<file path="config.mk">
export PLATFORM = sky130hd
export DESIGN_NAME = tlt_cmp_sub
export DESIGN_NICKNAME = d
export VERILOG_FILES = /design/src/tlt_pkg.sv /design/src/tlt_cmp_sub.sv
export SDC_FILE = /design/constraint.sdc
export NUM_CORES = 1
export LEC_CHECK = 0
export ABC_AREA = 0
export BUFFER_PORTS_ARGS = -buffer_cell sky130_fd_sc_hd__buf_4
export CAP_MARGIN = 20
export CORE_MARGIN = 2
export CORE_UTILIZATION = 40
export DETAILED_ROUTE_END_ITERATION = 12
export GPL_ROUTABILITY_DRIVEN = 0
export PLACE_DENSITY_LB_ADDON = 0.1
export SLEW_MARGIN = 20
export SYNTH_ARGS = -nofsm -noshare
export SYNTH_HDL_FRONTEND = slang
export SYNTH_SLANG_ARGS = --single-unit
</file>
<file path="constraint.sdc">
create_clock -name vclk -period 2.5
set_clock_uncertainty 0.05 [all_clocks]
set_input_delay 0.25 -clock vclk [all_inputs]
set_output_delay 0.25 -clock vclk [all_outputs]
set_load 0.01 [all_outputs]
</file>
<file path="src/tlt_pkg.sv">
// Package: widths, limits and helpers shared by the toolpath length/time block.
`default_nettype none

package tlt_pkg;

  // Fixed field widths of the ports
  localparam int COORD_FIELD_BITS = 24;
  localparam int FEED_BITS        = 24;
  localparam int DIST_BITS        = 26;
  localparam int GLEN_BITS        = 40;
  localparam int TIME_BITS        = 48;

  // Internal arithmetic sizing
  localparam int COORD_BITS     = 24;
  localparam int LENGTH_BITS    = 40;
  localparam int TIME_FRAC_BITS = 16;

  localparam int ROOT_BITS = COORD_BITS + 1;
  localparam int SQ_BITS   = 2 * ROOT_BITS;
  localparam int PROD_BITS = 2 * COORD_BITS;
  localparam int REM_BITS  = (ROOT_BITS + 1 > FEED_BITS) ? ROOT_BITS + 1 : FEED_BITS;
  localparam int STEP_BITS = (ROOT_BITS + 3 > FEED_BITS + 1) ? ROOT_BITS + 3 : FEED_BITS + 1;
  localparam int SUM_BITS  = ((LENGTH_BITS > ROOT_BITS) ? LENGTH_BITS : ROOT_BITS) + 1;
  localparam int DVD_BITS  = TIME_BITS + LENGTH_BITS;
  localparam int NITER_MAX = (ROOT_BITS > TIME_BITS) ? ROOT_BITS : TIME_BITS;
  localparam int CNT_BITS  = $clog2(NITER_MAX);

  localparam logic [63:0] DIST_MAX = (64'd1 << DIST_BITS) - 64'd1;
  localparam logic [63:0] GLEN_MAX = (64'd1 << GLEN_BITS) - 64'd1;
  localparam logic [LENGTH_BITS-1:0] LEN_MAX  = '1;
  localparam logic [TIME_BITS-1:0]   TIME_MAX = '1;

  // Take the low COORD_BITS of a coordinate field as a signed value
  function automatic logic signed [COORD_BITS-1:0] coord_of(
    input logic [COORD_FIELD_BITS-1:0] f
  );
    logic [63:0] w;
    w = 64'(f);
    return w[COORD_BITS-1:0];
  endfunction

endpackage

`default_nettype wire

</file>
<file path="src/tlt_cmp_sub.sv">
// Shared compare-and-subtract unit used by the root and divide iterations.
`default_nettype none

module tlt_cmp_sub
  import tlt_pkg::*;
(
  input  wire logic [STEP_BITS-1:0] a,
  input  wire logic [STEP_BITS-1:0] b,
  output logic                      ge,
  output logic [STEP_BITS-1:0]      diff
);

  logic [STEP_BITS:0] wide;

  // Borrow out of the subtract decides the compare
  assign wide = {1'b0, a} - {1'b0, b};
  assign ge   = ~wide[STEP_BITS];
  assign diff = wide[STEP_BITS-1:0];

endmodule

`default_nettype wire

</file>
==> results.toml, run 1 <==
[run_status]
status = "complete, but fails checks"
violations = "negative setup slack"

[global_route]
met2_usage = 0.3438
use_met3 = 0.01533
antenna_found_initial = 0
grt_usage = 0.1949
use_met1 = 0.2691
overflow = 0
grt_pass1_vias = 1787
grt_max_degree = 9
grt_busiest_layer = "met2"
grt_pass1_wl_mm = 7.134

[power_and_ir_drop]
p_leak_nw = 1.389
powerDensity_nw_per_um2 = 306.4
finalPower_uw = 797.7
peakVddDrop_uv = 164.7

[drt]
viasPerCell = 5.089
wl_mm = 4.455
first_pass_iters = 4
drc_errors = 0
drt_iter0_markers = 61
wl_per_cell_um = 11.66
vias = 1944
antenna_left = 0

[floorplan]
rows = 22
dieWidth_um = 66.13
die_y_um = 66.13
core_um2 = 3689
ios = 85
initial_core_util = 0.4186
dieArea_um2 = 4373

[final_layout]
layout_commonest_cell = "buf_4"
final_layout_size_suffix_gt1_frac = 0.4192
nets = 421
fin_util = 0.7059
n_fill_cell = 350
nClkBuffers = 0
layout_common_cells = "buf_4 (113), inv_1 (33), ha_1 (26)"
regArea_um2 = 0
postLayoutCellArea_um2 = 2604
area_growth_pct = 68.64
diodes = 0
seq_cells = 0

[synth]
ys.warnings.count = 0
synthCells = 225
synth_cell_type_count = 45
syn_avg_cell_area_um2 = 6.862
seq_area_frac_synth = 0
synth_nets = 310
syn-cell-area_um2 = 1544

[sta]
finalSetupTns_ns = -0.8496
fin_crit_ns = 2.731
layout_setup_ws_ns = -0.2313
min_period_over_period = 1.093
hold_ws_ns = 0.7935
max_freq_mhz = 366.1
slew_headroom = 0.7768
setup_viol = 7
worstMarginPinSlew_ns = 0.3322
slew_violations = 0
rsz0062_at_grt = "yes"
finalHoldViolations = 0

[setup_path]
critPathCaptureType = "output port"
cp_max_fo = 2
crit_type = "input pin to output port"
start_kind = "input pin"
critPathRequiredTime_ns = 2.20
arrival_ns = 2.43

[placement]
dp_hpwl_mm = 3.887
place_area_um2 = 2467
io_buffers = 85

[hold_path]
hp-class = "input pin to output port"

[clock_network]
cts_hold_buf = 0

[flow_run]
maxCapViolCount = 0
## repair_timing
action / in CTS / in global routing
gates cloned: 0 / 0
pin swaps: 5 / 7
endpoints found under the setup margin: 11 / 15
resized for setup: 10 / 10
buffers inserted: 1 / 1
## final cells by class
cell class / instances / area (um^2) / share of cell area
multi-input combinational: 185 / 1534 / 0.5891
tap: 48 / 60.06 / 0.02307
inverter: 34 / 135.1 / 0.05190
timing repair buffer: 115 / 874.6 / 0.3359
## logic make-up after synthesis
kind of cell / count (synthesis) / synth area share
compound gates: 83 / 0.3582
xor+xnor: 26 / 0.1475
fa+ha+maj: 29 / 0.2399
buf+inv: 40 / 0.09724
simple gates: 47 / 0.1572
## routing by layer
metal,wire length [um],share of wire,up-vias
met5,0,0,-
met1,2044,0.46,843
met2,2051,0.46,68
met3,308,0.069,5
li1,-,-,1028
met4,51,0.011,0
## power by group
part           internal (mW)  switching (mW)  total (mW)
clock                      0               0           0
combinational          0.423           0.375       0.798
sequential                 0               0           0
## through the flow
stage               std cells  setup WS (ns)
finish                    382        -0.2313
global route              382        -0.3321
CTS                       382        -0.2433
detailed placement        381        -0.2963
global placement          381        -0.2788
floorplan                 225       -0.01339
## worst max-delay path, cell delays in order
cell,delay (ns)
buf_8,0.08
inv_8,0.03
ha_4,0.15
fa_2,0.35
nand2b_4,0.16
a21oi_4,0.16
a2111oi_4,0.06
o31a_1,0.27
a2111o_1,0.41
o21ai_2,0.20
a221o_1,0.19
buf_4,0.11
## final timing paths
| check | from | end | slack, ns | cells past startpoint |
|---|---|---|---|---|
| setup / recovery | a[0] | ge | -0.23 | 12 |
| hold / removal | b[0] | diff[0] | 0.79 | 4 |
## synth_stat cells (all sizes together), types with 2 or more instances
library cell | instances | area [um^2]
a21oi | 29 | 148.9
nand2b | 2 | 20.02
nand2 | 20 | 75.07
nand4 | 5 | 31.28
xor2 | 12 | 105.1
o21bai | 4 | 30.03
a211oi | 3 | 22.52
clkbuf | 6 | 22.52
xnor2 | 14 | 122.6
a31oi | 4 | 25.02
inv | 34 | 127.6
nor2 | 7 | 26.28
o21ai | 16 | 83.83
ha | 28 | 350.3
nand3 | 4 | 25.02
a21o | 11 | 83.83
o31a | 3 | 26.28
and4 | 3 | 27.53
No activity file was read; power rests on OpenSTA's default activity.
==> inputs of run 2 (changes only) <==
Settings changed: ABC_AREA 0 to 1, GPL_ROUTABILITY_DRIVEN 0 to unset, SETUP_SLACK_MARGIN set to 0.2.
==> run 2 against run 1 <==
Power shrank 2.9%; fmax grew 27%; via count grew 46%; the run now ends clean; highest routed layer is now met3; first-iteration DRC count grew 130%; synthesized cell count grew 100%; clock-buffer cell count is the same; critical path type unchanged.
==> results.toml, run 2 <==
[placement]
io_buffers = 85
dp_hpwl_mm = 6.264
gp_congestion = 0.8581

[sta]
finalSetupTns_ns = 0
fin_crit_ns = 2.151
min_period_over_period = 0.8605
finalHoldViolations = 0
rsz0062_at_grt = "no"
max_freq_mhz = 464.8
setup_viol = 0
slew_headroom = 0.7824
slew_violations = 0
worstMarginPinSlew_ns = 0.3239

[synth]
synth_top_area_frac = 0.3099
yosysMostFrequentCell = "nand2_1"
synth_cell_type_count = 22
seq_area_frac_synth = 0
ys.warnings.count = 0
syn-cell-area_um2 = 2241
synthCells = 461
synth_top_area_cell = "nand2_1"
synth_common_cells = "nand2_1 (185), inv_1 (120), nand3_1 (32)"
synth_nets = 546
synthTopCellsByArea = "nand2_1 (31%), inv_1 (20%), ha_1 (16%)"
syn_avg_cell_area_um2 = 4.861

[drt]
drc_errors = 0
first_pass_iters = 4
wl_per_cell_um = 11.08
viasPerCell = 4.576
drt_iter0_markers = 138
vias = 2837
antenna_left = 0
wl_mm = 6.869

[floorplan]
die_y_um = 78.85
rows = 27
dieWidth_um = 78.85
ios = 85
core_um2 = 5473
initial_core_util = 0.4095
dieArea_um2 = 6217

[setup_path]
start_kind = "input pin"
critPathRequiredTime_ns = 2.20
crit_type = "input pin to output port"
critPathCaptureType = "output port"
arrival_ns = 1.85
cp_max_fo = 4

[power_and_ir_drop]
p_leak_nw = 2.024
powerDensity_nw_per_um2 = 257.9
peakVddDrop_uv = 138.4

[final_layout]
area_growth_pct = 33.95
nets = 635
seq_cells = 0
fin_util = 0.5485
nClkBuffers = 0
regArea_um2 = 0
final_layout_size_suffix_gt1_frac = 0.2135
diodes = 0
layout_commonest_cell = "nand2_1"
layout_common_cells = "nand2_1 (184), inv_1 (120), buf_4 (87)"

[global_route]
grt_usage = 0.2177
antenna_found_initial = 0
overflow = 0
grt_pass1_vias = 2549
grt_pass1_wl_mm = 11.13
grt_max_degree = 7

[clock_network]
cts_hold_buf = 0

[flow_run]
maxCapViolCount = 0

[run_status]
status = "finished, final reports clean"

[hold_path]
hp-class = "input pin to output port"
-- run 2: cell types whose count changed in the layout (fill, tap and decap cells not counted), moves of 4 or more --
cell / delta
nand2_1: +165
inv_1: +87
nand3_1: +27
buf_4: -26
nor2_1: +20
xnor2_1: -12
nor2_2: +9
a21oi_1: -8
o21ai_0: -8
nand2_2: +7
a21o_1: -6
nand3_2: +4
o21ai_1: -4
-- run 2: repair_timing --
action,in CTS,in global routing
buffers inserted,0,2
resized for setup,0,5
endpoints found under the setup margin,0,6
hold endpoints to repair,0,0
-- run 2: area by class of cell --
class / count / area (um^2)
Tap cell: 72 / 90.09
Timing Repair Buffer: 87 / 653.1
Inverter: 121 / 454.2
Multi-Input combinational cell: 340 / 1804
Fill cell: 617 / 2471
-- run 2: path summary, 6_finish.rpt --
check | start | end | cells after the start
hold / removal | b[0] | diff[0] | 4
setup / recovery | a[0] | diff[16] | 13
-- run 2: power by group --
group / leakage, nW / switching (mW) / internal, mW / total, mW
logic: 2.02 / 0.432 / 0.342 / 0.774
registers: 0 / 0 / 0 / 0
clock network: 0 / 0 / 0 / 0
total: 2.02 / 0.432 / 0.342 / 0.774
-- run 2: critical path, stage by stage --
cell	delay, ns
buf_4	0.08
inv_1	0.03
ha_2	0.19
fa_2	0.38
inv_1	0.09
nand3_1	0.08
nand3_2	0.12
nand2_1	0.08
nand2_2	0.12
nand3_2	0.09
a21o_1	0.17
nand2_1	0.05
buf_4	0.11
-- run 2: kinds of logic after synthesis --
family,Yosys count,synth area share
AO/OA/AOI/OAI,26,0.06700
AND/OR/NAND/NOR,274,0.5221
XOR/XNOR,11,0.04300
adder cells (fa/ha/maj),29,0.1653
buffers and inverters,121,0.2027
-- run 2: metal layers --
metal / up-vias / global-route usage / part of all wire
met4: 0 / 0.005172 / 0
met1: 1222 / 0.3098 / 0.48
met3: 0 / 0.01136 / 0.047
met5: - / 0 / 0
li1: 1550 / - / -
met2: 65 / 0.3838 / 0.47
-- run 2: per-stage QoR --
step / hold slack [ns] / power, mW / setup WS (ns) / instance area (um^2) / std cells
after floorplan: 0.5983 / 0.4583 / 0.5853 / 2241 / 461
final: 0.8125 / 0.7742 / 0.3488 / 3002 / 620
after global routing: 0.8391 / 0.8646 / 0.1936 / 3002 / 620
after detailed placement: 0.7977 / 0.7674 / 0.2385 / 2969 / 618
after CTS: 0.7986 / 0.7704 / 0.2361 / 2969 / 618
after global placement: 0.7941 / 0.7591 / 0.2995 / 2969 / 618
